$ cat config.mk
export PLATFORM = sky130hd
export DESIGN_NAME = bmp_lsb_stego_embed_extract
export DESIGN_NICKNAME = d
export VERILOG_FILES = /design/src/rtl/bmpse_pkg.sv /design/src/rtl/bmpse_in_reg.sv /design/src/rtl/bmpse_engine.sv /design/src/rtl/bmpse_out_reg.sv /design/src/rtl/bmp_lsb_stego_embed_extract.sv
export SDC_FILE = /design/constraint.sdc
export NUM_CORES = 1
export LEC_CHECK = 0
export ABC_AREA = 1
export BUFFER_PORTS_ARGS = -buffer_cell sky130_fd_sc_hd__buf_2
export CORE_ASPECT_RATIO = 0.9
export CORE_MARGIN = 5
export CORE_UTILIZATION = 60
export DETAILED_ROUTE_END_ITERATION = 6
export MAX_ROUTING_LAYER = met4
export PLACE_DENSITY = 0.77
export SLEW_MARGIN = 20
export SYNTH_ARGS = -nofsm -noshare
export SYNTH_HDL_FRONTEND = slang
export SYNTH_SLANG_ARGS = --single-unit
export TNS_END_PERCENT = 50
$ cat constraint.sdc
create_clock -name i_clk -period 11.3 [get_ports i_clk]
set_input_delay 0 -clock i_clk [delete_from_list [all_inputs] [get_ports i_clk]]
set_output_delay 0 -clock i_clk [all_outputs]
set_load 0.02 [all_outputs]
$ cat src/rtl/bmpse_pkg.sv
`timescale 1ns / 1ps
`default_nettype none
package bmpse_pkg;

    localparam int POS_WIDTH = 32;
    localparam int PS_W      = 32;

    localparam int CFG_IDX_W  = 2;
    localparam int CFG_DATA_W = 32;

    localparam logic [CFG_IDX_W-1:0] CFG_MODE        = 2'd0;
    localparam logic [CFG_IDX_W-1:0] CFG_PAYLOAD_LEN = 2'd1;
    localparam logic [CFG_IDX_W-1:0] CFG_IMAGE_SIZE  = 2'd2;

    localparam logic MODE_HIDE    = 1'b0;
    localparam logic MODE_EXTRACT = 1'b1;

    localparam logic [2:0] ST_OK         = 3'd0;
    localparam logic [2:0] ST_NOT_BMP    = 3'd1;
    localparam logic [2:0] ST_TOO_LARGE  = 3'd2;
    localparam logic [2:0] ST_BAD_OFFSET = 3'd3;
    localparam logic [2:0] ST_NO_SIG     = 3'd4;

    localparam logic [31:0] STEG_MAGIC = 32'h5354_4547;
    localparam logic [7:0]  LSB_CLEAR  = 8'hFE;
    localparam logic [7:0]  SIG_B      = 8'h42;
    localparam logic [7:0]  SIG_M      = 8'h4D;
    localparam int          HDR_BITS   = 64;
    localparam int          HDR_BYTES  = 8;
    localparam int          OFF_MIN    = 14;

    typedef struct packed {
        logic [7:0] cover_byte;
        logic [7:0] payload_byte;
        logic       first_byte;
    } t_in_item;

    typedef struct packed {
        logic [7:0] cover_out;
        logic       payload_valid;
        logic [7:0] payload_out;
        logic       payload_last;
        logic [2:0] status;
        logic       embed_done;
    } t_result;

endpackage
`default_nettype wire

$ cat src/rtl/bmpse_in_reg.sv
`timescale 1ns / 1ps
`default_nettype none
module bmpse_in_reg
    import bmpse_pkg::*;
(
    input  wire logic     i_clk,
    input  wire logic     i_rst_n,
    input  wire logic     i_valid,
    input  wire t_in_item i_item,
    input  wire logic     i_take,
    output logic          o_stall,
    output logic          o_valid,
    output t_in_item      o_item
);

    logic     r_valid;
    logic     n_valid;
    t_in_item r_item;
    logic     w_accept;

    // The held item leaves whenever the engine can take it.
    assign o_stall  = r_valid && !i_take;
    assign w_accept = i_valid && !o_stall;
    assign n_valid  = w_accept ? 1'b1 : (i_take ? 1'b0 : r_valid);

    always_ff @(posedge i_clk) begin
        if (!i_rst_n) begin
            r_valid <= 1'b0;
        end else begin
            r_valid <= n_valid;
        end
    end

    always_ff @(posedge i_clk) begin
        if (w_accept) begin
            r_item <= i_item;
        end
    end

    assign o_valid = r_valid;
    assign o_item  = r_item;

endmodule
`default_nettype wire

$ cat src/rtl/bmpse_engine.sv
`timescale 1ns / 1ps
`default_nettype none
module bmpse_engine
    import bmpse_pkg::*;
(
    input  wire logic                  i_clk,
    input  wire logic                  i_rst_n,
    input  wire logic                  i_cfg_we,
    input  wire logic [CFG_IDX_W-1:0]  i_cfg_idx,
    input  wire logic [CFG_DATA_W-1:0] i_cfg_data,
    input  wire logic                  i_fire,
    input  wire t_in_item              i_item,
    output t_result                    o_res
);

    // Configuration registers.
    logic        r_mode;
    logic [31:0] r_payload_length;
    logic [31:0] r_image_size;

    // Per-file state.
    logic [POS_WIDTH-1:0] r_byte_pos,   n_byte_pos;
    logic [PS_W-1:0]      r_pixel_start, n_pixel_start;
    logic [2:0]           r_bit_index,  n_bit_index;
    logic [7:0]           r_bit_shift,  n_bit_shift;
    logic [63:0]          r_hdr_shift,  n_hdr_shift;
    logic [31:0]          r_bytes_done, n_bytes_done;
    logic [31:0]          r_found_len,  n_found_len;
    logic [2:0]           r_error,      n_error;

    logic                 w_clr;
    logic [POS_WIDTH-1:0] w_cur;
    logic                 w_not_max;
    logic                 w_lsb;
    logic [32:0]          w_room;
    logic [28:0]          w_cap;
    logic [32:0]          w_need;
    logic                 w_cap_bad;
    logic                 w_in_region;
    logic [PS_W-1:0]      w_k;
    logic                 w_k_hdr;
    logic                 w_k_last_hdr;
    logic [63:0]          w_hdr_in;
    t_result              w_res;

    always_ff @(posedge i_clk) begin
        if (!i_rst_n) begin
            r_mode           <= MODE_HIDE;
            r_payload_length <= '0;
            r_image_size     <= '0;
        end else if (i_cfg_we) begin
            case (i_cfg_idx)
                CFG_MODE:        r_mode           <= i_cfg_data[0];
                CFG_PAYLOAD_LEN: r_payload_length <= i_cfg_data[31:0];
                CFG_IMAGE_SIZE:  r_image_size     <= i_cfg_data[31:0];
                default:         ;
            endcase
        end
    end

    always_comb begin
        w_clr     = i_item.first_byte;
        w_cur     = w_clr ? '0 : r_byte_pos;
        w_not_max = (w_cur != '1);
        w_lsb     = i_item.cover_byte[0];

        n_pixel_start = w_clr ? '0 : r_pixel_start;
        n_bit_index   = w_clr ? '0 : r_bit_index;
        n_bit_shift   = w_clr ? '0 : r_bit_shift;
        n_hdr_shift   = w_clr ? '0 : r_hdr_shift;
        n_bytes_done  = w_clr ? '0 : r_bytes_done;
        n_found_len   = w_clr ? '0 : r_found_len;
        n_error       = w_clr ? '0 : r_error;

        w_res               = '0;
        w_res.cover_out     = i_item.cover_byte;

        // Signature check, hide mode only.
        if (r_mode == MODE_HIDE && n_error == ST_OK) begin
            if ((w_cur == POS_WIDTH'(0) && i_item.cover_byte != SIG_B) ||
                (w_cur == POS_WIDTH'(1) && i_item.cover_byte != SIG_M)) begin
                n_error = ST_NOT_BMP;
            end
        end

        // Little-endian pixel offset from file bytes 10 to 13.
        if (w_cur == POS_WIDTH'(10)) begin
            n_pixel_start[7:0] = n_pixel_start[7:0] | i_item.cover_byte;
        end
        if (w_cur == POS_WIDTH'(11)) begin
            n_pixel_start[15:8] = n_pixel_start[15:8] | i_item.cover_byte;
        end
        if (w_cur == POS_WIDTH'(12)) begin
            n_pixel_start[23:16] = n_pixel_start[23:16] | i_item.cover_byte;
        end
        if (w_cur == POS_WIDTH'(13)) begin
            n_pixel_start[31:24] = n_pixel_start[31:24] | i_item.cover_byte;
        end

        // Capacity in bytes is (image_size - offset) / 8, less the header.
        w_room    = {1'b0, r_image_size} - {1'b0, n_pixel_start};
        w_cap     = w_room[31:3];
        w_need    = {1'b0, r_payload_length} + 33'(HDR_BYTES);
        w_cap_bad = w_room[32] || (w_cap[28:3] == '0) || (w_need > 33'(w_cap));

        if (w_cur == POS_WIDTH'(13) && n_error == ST_OK) begin
            if (n_pixel_start < PS_W'(OFF_MIN)) begin
                n_error = ST_BAD_OFFSET;
            end else if (r_mode == MODE_HIDE) begin
                if (w_cap_bad) begin
                    n_error = ST_TOO_LARGE;
                end else begin
                    n_found_len = r_payload_length;
                    n_hdr_shift = {r_payload_length, STEG_MAGIC};
                end
            end
        end

        w_in_region  = (n_error == ST_OK) && (w_cur >= POS_WIDTH'(OFF_MIN)) &&
                       (PS_W'(w_cur) >= n_pixel_start);
        w_k          = PS_W'(w_cur) - n_pixel_start;
        w_k_hdr      = (w_k < PS_W'(HDR_BITS));
        w_k_last_hdr = (w_k == PS_W'(HDR_BITS - 1));
        w_hdr_in     = {w_lsb, n_hdr_shift[63:1]};

        if (w_in_region && w_not_max) begin
            if (w_k_hdr) begin
                if (r_mode == MODE_HIDE) begin
                    w_res.cover_out = (i_item.cover_byte & LSB_CLEAR) | {7'd0, n_hdr_shift[0]};
                    n_hdr_shift     = {1'b0, n_hdr_shift[63:1]};
                end else begin
                    n_hdr_shift = w_hdr_in;
                    if (w_k_last_hdr) begin
                        if (w_hdr_in[31:0] != STEG_MAGIC) begin
                            n_error = ST_NO_SIG;
                        end else begin
                            n_found_len = w_hdr_in[63:32];
                        end
                    end
                end
            end else if (n_bytes_done < n_found_len) begin
                if (r_mode == MODE_HIDE) begin
                    if (n_bit_index == 3'd0) begin
                        n_bit_shift = i_item.payload_byte;
                    end
                    w_res.cover_out = (i_item.cover_byte & LSB_CLEAR) |
                                      {7'd0, n_bit_shift[n_bit_index]};
                end else begin
                    if (n_bit_index == 3'd0) begin
                        n_bit_shift = '0;
                    end
                    n_bit_shift[n_bit_index] = n_bit_shift[n_bit_index] | w_lsb;
                    if (n_bit_index == 3'd7) begin
                        w_res.payload_valid = 1'b1;
                        w_res.payload_out   = n_bit_shift;
                        w_res.payload_last  = (n_bytes_done + 32'd1 == n_found_len);
                    end
                end
                if (n_bit_index == 3'd7) begin
                    n_bytes_done = n_bytes_done + 32'd1;
                end
                n_bit_index = n_bit_index + 3'd1;
            end
        end

        w_res.embed_done = (n_error == ST_OK) && w_in_region &&
                           (!w_k_hdr || (w_k_last_hdr && w_not_max)) &&
                           (n_bytes_done == n_found_len);
        w_res.status     = n_error;

        n_byte_pos = w_not_max ? w_cur + POS_WIDTH'(1) : w_cur;
    end

    always_ff @(posedge i_clk) begin
        if (!i_rst_n) begin
            r_byte_pos    <= '0;
            r_pixel_start <= '0;
            r_bit_index   <= '0;
            r_bit_shift   <= '0;
            r_hdr_shift   <= '0;
            r_bytes_done  <= '0;
            r_found_len   <= '0;
            r_error       <= ST_OK;
        end else if (i_fire) begin
            r_byte_pos    <= n_byte_pos;
            r_pixel_start <= n_pixel_start;
            r_bit_index   <= n_bit_index;
            r_bit_shift   <= n_bit_shift;
            r_hdr_shift   <= n_hdr_shift;
            r_bytes_done  <= n_bytes_done;
            r_found_len   <= n_found_len;
            r_error       <= n_error;
        end
    end

    assign o_res = w_res;

endmodule
`default_nettype wire

$ cat src/rtl/bmpse_out_reg.sv
`timescale 1ns / 1ps
`default_nettype none
module bmpse_out_reg
    import bmpse_pkg::*;
(
    input  wire logic    i_clk,
    input  wire logic    i_rst_n,
    input  wire logic    i_load,
    input  wire t_result i_res,
    input  wire logic    i_stall,
    output logic         o_free,
    output logic         o_valid,
    output t_result      o_res
);

    logic    r_valid;
    logic    n_valid;
    t_result r_res;

    // Free when empty or when the held result is taken this cycle.
    assign o_free  = !r_valid || !i_stall;
    assign n_valid = i_load ? 1'b1 : (o_free ? 1'b0 : r_valid);

    always_ff @(posedge i_clk) begin
        if (!i_rst_n) begin
            r_valid <= 1'b0;
        end else begin
            r_valid <= n_valid;
        end
    end

    always_ff @(posedge i_clk) begin
        if (i_load) begin
            r_res <= i_res;
        end
    end

    assign o_valid = r_valid;
    assign o_res   = r_res;

endmodule
`default_nettype wire

$ cat src/rtl/bmp_lsb_stego_embed_extract.sv
`timescale 1ns / 1ps
`default_nettype none
// LSB steganography over a BMP byte stream, one file byte per transaction. The block
// takes one byte every clock cycle while o_in_stall is low and returns one result per
// byte: each accepted byte is held in the input register, then takes a single pass of
// per-byte logic (bit replace, counters, offset and capacity check) into the result
// register. Mark byte 0 of each file with first_byte. In hide mode (mode 0) the
// file must start with "BM"; the pixel offset in bytes 10 to 13 and the configured
// image size decide whether payload_length bytes plus the 8-byte header fit. From the
// offset on, each cover byte's LSB carries the header (magic word, then payload length,
// both sent bit 0 first) and then the payload bits, LSB first; payload_byte is sampled
// on the first byte of each group of eight. In extract mode (mode 1) the LSBs are
// gathered back, the magic word is checked and each recovered payload byte appears
// with payload_valid, the final one also with payload_last. status reports the first
// error of the file (1 not BMP, 2 too large, 3 offset below 14, 4 no magic); after an
// error bytes pass unchanged. Write configuration only while the block is idle.

module bmp_lsb_stego_embed_extract
    import bmpse_pkg::*;
(
    input  wire logic                  i_clk,
    input  wire logic                  i_rst_n,
    // Configuration write port.
    input  wire logic                  i_cfg_we,
    input  wire logic [CFG_IDX_W-1:0]  i_cfg_idx,
    input  wire logic [CFG_DATA_W-1:0] i_cfg_data,
    // Input channel.
    input  wire logic                  i_in_valid,
    output logic                       o_in_stall,
    input  wire logic [7:0]            i_cover_byte,
    input  wire logic [7:0]            i_payload_byte,
    input  wire logic                  i_first_byte,
    // Result channel.
    output logic                       o_out_valid,
    input  wire logic                  i_out_stall,
    output logic [7:0]                 o_cover_out,
    output logic                       o_payload_valid,
    output logic [7:0]                 o_payload_out,
    output logic                       o_payload_last,
    output logic [2:0]                 o_status,
    output logic                       o_embed_done
);

    t_in_item w_in_item;
    t_in_item w_held_item;
    logic     w_held_valid;
    logic     w_out_free;
    logic     w_fire;
    t_result  w_res;
    t_result  w_out_res;

    assign w_in_item.cover_byte   = i_cover_byte;
    assign w_in_item.payload_byte = i_payload_byte;
    assign w_in_item.first_byte   = i_first_byte;

    // The input register takes a byte whenever it is empty or its held byte moves
    // on in the same cycle. Once both registers hold a transaction, a stall on the
    // result side stalls the input in that same cycle.
    bmpse_in_reg u_in_reg (
        .i_clk   (i_clk),
        .i_rst_n (i_rst_n),
        .i_valid (i_in_valid),
        .i_item  (w_in_item),
        .i_take  (w_out_free),
        .o_stall (o_in_stall),
        .o_valid (w_held_valid),
        .o_item  (w_held_item)
    );

    // A held byte is processed, and the file state advances, exactly when the
    // result register can load its result.
    assign w_fire = w_held_valid && w_out_free;

    bmpse_engine u_engine (
        .i_clk      (i_clk),
        .i_rst_n    (i_rst_n),
        .i_cfg_we   (i_cfg_we),
        .i_cfg_idx  (i_cfg_idx),
        .i_cfg_data (i_cfg_data),
        .i_fire     (w_fire),
        .i_item     (w_held_item),
        .o_res      (w_res)
    );

    bmpse_out_reg u_out_reg (
        .i_clk   (i_clk),
        .i_rst_n (i_rst_n),
        .i_load  (w_fire),
        .i_res   (w_res),
        .i_stall (i_out_stall),
        .o_free  (w_out_free),
        .o_valid (o_out_valid),
        .o_res   (w_out_res)
    );

    assign o_cover_out     = w_out_res.cover_out;
    assign o_payload_valid = w_out_res.payload_valid;
    assign o_payload_out   = w_out_res.payload_out;
    assign o_payload_last  = w_out_res.payload_last;
    assign o_status        = w_out_res.status;
    assign o_embed_done    = w_out_res.embed_done;

endmodule
`default_nettype wire

# == Yosys cells after proc, flatten, opt, wreduce, memory -nomap -nowiden ==
# Cells that the tools add are included.
# classes
n_reduce_logical,40
addsub,6
n_eq_ne,15
n_mux,79
order_cmp,8
bitwise_logic,11
# op_table
op,count
$mux W32,18
$mux W64,8
$mux W8,22
$eq A32 B4 Y1 const B,4
$add A32 B1 Y32 const B,2
$eq A32 B32 Y1,2
$mux W3,16
$mux W18,2
$add A32 B4 Y33 const B,1
$gt A33 B29 Y1,1
$sub A32 B32 Y33,1
$eq A32 B1 Y1 const B,1
$eq A32 B6 Y1 const B,1
$ge A32 B32 Y1,1
$ge A32 B4 Y1 const B,1
$logic_not A32 Y1,1
$lt A32 B32 Y1,1
$lt A32 B4 Y1 const B,1
$lt A32 B7 Y1 const B,1
$ne A32 B31 Y1 const B,1
$ne A32 B32 Y1 const B,1
$or A8 B8 Y8,4
$sub A32 B32 Y32,1
$mux W10,3
other kinds (24),64
# word_totals
register_bits,312
wordCells,181
out_inout_bits,24

# == Depth between registers and ports, before layout ==
# depth
word_depth,25
depth_mapped,79
depth_no_buf,69

# == Hierarchy ==
# A second synthesis with hierarchy kept.
# unflattened
hier_cells,4095
hier_area_um2,24863.8
# modules_own_cells
module,area_per_inst_um2,cells_per_inst,instances
bmpse_engine,23592.6,4041,1
bmpse_out_reg,703.2,27,1
bmpse_in_reg,560.5,25,1
bmp_lsb_stego_embed_extract,7.5,2,1

# == Worst setup path after synthesis ==
# No wires, ideal clock.
# synth_path
path_type,register to register
from,"register u_in_reg.r_item, in the netlist u_in_reg.o_item[0]"
to,"register u_out_reg.r_res, in the netlist u_out_reg.o_res[0] (data pin)"
setup_ns,0.251
stages_incl_launch_ff,71
setup_slack_ns,1.558
t_required_ns,11.049
n_path_buf,11
t_arrival_ns,9.490
cell_sequence,edfxtp_1 > inv_2 > buf_4 > buf_2 > buf_1 > clkbuf_1 > clkbuf_1 > clkbuf_1 > buf_1 > clkbuf_1 > nand2_1 > ha_1 > inv_1 > nor2_1 > nand2_2 > nor2_8 > nand2_2 > inv_1 > [35 not listed] > o211ai_1 > nand2_1 > nand4_1 > o211ai_1 > a21oi_1 > o221ai_1 > nand4_1 > nand2_1 > nor2_1 > inv_1 > clkbuf_1 > nor2_2 > o21ai_0 > or2_1 > nand3_1 > nor2_1 > nand3_1 > nor2_1
# synth_lines
item,line_no,rtl
from (decl),bmpse_in_reg.sv:18,t_in_item r_item;
from (signal assigned),bmpse_in_reg.sv:36,r_item <= i_item;
to (signal assigned),bmpse_out_reg.sv:34,r_res <= i_res;
to (decl),bmpse_out_reg.sv:18,t_result r_res;

==> impl_metrics.toml <==
[sta]
clock_skew_ps = 24.8
setup_viol = 0
slew_violations = 0
worst_pin_slew_ps = 1040
min_period_ps = 10520
hold_viol_final = 0
rsz0062_at_grt = "no"
fin_setup_tns_ps = 0
fmax_mhz = 95.0
fin_crit_sh_pct = 93.1
timing.final.ws_setup_ps = 776
slew_headroom_pct = 31.0

[global_route]
antenna_found_initial = 0
first_global_vias = 24600
track_usage_pct = 38.2
grt_max_degree = 196
grt_overflow_total = 0
grt_pass1_wl_mm = 136

[place]
place_ws_ps = 1030
dp.cells = 4530
gp_congestion = 1.10
hpwl_mm = 64.2
port_buffers = 79

[cts]
htreeDepth = 2
cts-buffers-inserted = 36
clk_latency_ps = 570
cts.clk_slew.worst_paths_ps = 60
clock-sinks = 312
cts_tree = "done"
root_buffer = "clkbuf_16"
cts_buffer_depth = 3

[logic_synthesis]
synth_top_area_cell = "dfxtp_1"
seq_area_frac_synth_pct = 27.0
synthArstFlopShare_pct = 0
syn-mean-instance-area_um2 = 6.08
synth_ff_type = "dfxtp_1"
ys_ff_latch = 312
syn-instance-count = 4048
synthesis.area_um2 = 24600
synth_cell_types = 66
syn-num-nets = 4224
synth_top_area_share_pct = 22.2
yosysWarnings = 0
synth_edf_count = 39
synth_area_leaders = "dfxtp_1 22%, nand2_1 16%, inv_1 7.9%"

[worst_setup_path]
crit_family = "simple AND/OR/NAND/NOR gates"
worst-r2r-cell-count = 64
crit_slowest_cell = "edfxtp_1"
crit_fanout = 81
r2r_end = "u_out_reg.o_res[0]$_DFFE_PP_"
path_buf_inv = 8
cpMostUsedCell = "nand2_1"
r2r_start = "u_in_reg.o_item[0]$_DFFE_PP_"
setup.worst_path.start_class = "register"
ff2ff_setup_slack_ps = 780
worstSetupPathType = "reg -> reg"
endpoint_kind = "register"
required_ps = 11720
worstPathArrival_ps = 10940
crit_path_max_incr_delay_ps = 520

[floorplan]
die_w_um = 223
coreArea_um2 = 40600
die_height_um = 202
num_rows = 70
initial_core_util_pct = 60.7
io_pins = 80
die_area_um2 = 45200

[cells_and_area]
layout_common_cells = "1,039 x nand2_1, 519 x inv_1, 456 x nor2_1, 341 x a21oi_1, 316 x o21ai_0"
drive_gt1_share_pct = 6.28
n_antenna_cell = 0
syn_to_final_growth_pct = 9.54
nets = 4261
instances_no_fill = 4649
final_common_cell = "nand2_1"

[outcome]
status = "finished clean"

[flow_run]
drv_cap = 0

[routing]
routedWlPerCell_um = 18.8
drtPass1Iterations = 7
vias = 27500
drc = 0
wl_mm = 87.5
drt_iter0_drc = 3376
viasPerCell = 5.92
ant_nets = 0

[worst_hold_path]
hold_depth = 2
hold_path.class = "in -> reg"
holdCritStartpoint = "i_cover_byte[3]"
hold_end = "u_in_reg.o_item[12]$_DFFE_PP_"

[power]
p_leak_nw = 13.1
power_density_nw_per_um2 = 111
peakVddDrop_v = 0.000119
## timing repair
action,CTS,global route
hold endpoints to repair,104,0
setup endpoints to repair,0,1
buffers inserted,0,0
hold buffers,57,0
gates resized for setup,0,8
## per-layer routing
metal,track usage (%),part of all wire [%]
met5,-,0
met4,13.2,4.0
met3,7.97,12
met2,55.0,41
met1,53.5,43
## sequential cells by signal, summed over array words and instances (netlist names), 22 cells and up
signal                     flops
u_engine.r_pixel_start        32
u_engine.r_image_size         32
u_out_reg.o_res               22
u_engine.r_payload_length     32
u_engine.r_found_len          32
u_engine.r_bytes_done         32
u_engine.r_hdr_shift          64
u_engine.r_byte_pos           32
## worst max-delay path by stage
| stage | from | end | slack [ps] | depth (start not counted) |
|---|---|---|---|---|
| finish | u_in_reg.o_item[0]$_DFFE_PP_ | u_out_reg.o_res[0]$_DFFE_PP_ | 780 | 64 |
| global route | u_in_reg.o_item[0]$_DFFE_PP_ | u_out_reg.o_res[0]$_DFFE_PP_ | 70 | 62 |
| CTS | u_in_reg.o_item[0]$_DFFE_PP_ | u_out_reg.o_res[0]$_DFFE_PP_ | 990 | 63 |
| detailed placement | u_in_reg.o_item[0]$_DFFE_PP_ | u_out_reg.o_res[0]$_DFFE_PP_ | 1030 | 63 |
| global placement | u_in_reg.o_item[0]$_DFFE_PP_ | u_out_reg.o_res[0]$_DFFE_PP_ | 1240 | 62 |
| floorplan | u_in_reg.o_item[0]$_DFFE_PP_ | u_out_reg.o_res[0]$_DFFE_PP_ | 1560 | 70 |
## cell type report
class,instances,area (µm²)
clock buffers,49,1000
flip-flops and latches,312,6640
repair buffers,162,1180
clock inverters,13,129
multi-input cells,3028,15300
fillers,3806,13600
inverters,545,2060
well taps,540,676
## power breakdown
part	switching (W)	total (W)	internal [W]
Sequential	0.0000337	0.00120	0.00116
Combinational	0.000438	0.000643	0.000205
Clock	0.000498	0.00117	0.000668
## logic make-up (layout without fill, tap and decap cells)
logic type	count (synthesis)	after routing	synth area share, %
simple gates	1991	1991	34.4
compound gates	842	842	18.7
buf+inv	708	769	11.1
flops	312	312	27.0
fa+ha+maj	120	120	6.13
xor+xnor	75	75	2.67
## metrics by stage
step | hold WS (ps) | total power, W | util [%] | area, µm²
floorplan | 98.9 | 0.00165 | - | 24600
detailed placement | 178 | 0.00182 | 62.2 | 25200
CTS | 134 | 0.00299 | 66.4 | 26900
global route | 142 | 0.00314 | 66.5 | 27000
finish | 143 | 0.00301 | 66.5 | 27000
global placement | 177 | 0.00182 | 62.2 | 25200
## synth_stat cells (all sizes together), types with 15 or more instances
library cell,instances
nand2,1065
inv,540
nor2,480
o21ai,354
a21oi,341
dfxtp,273
nand3,266
clkbuf,119
ha,119
nand4,66
xor2,63
nor3,62
buf,44
edfxtp,39
o211ai,35
a22oi,24
nor4,20
a211oi,15
## worst reg2reg max path, delay by kind of cell (launching register included)
kind / cells / cell delay, ps
AO/OA/AOI/OAI: 13 / 2610
adder cells (fa/ha/maj): 3 / 980
buffers and inverters: 8 / 1620
flip-flops: 1 / 520
AND/OR/NAND/NOR: 40 / 4650
Power figures use the tool's default switching activity.
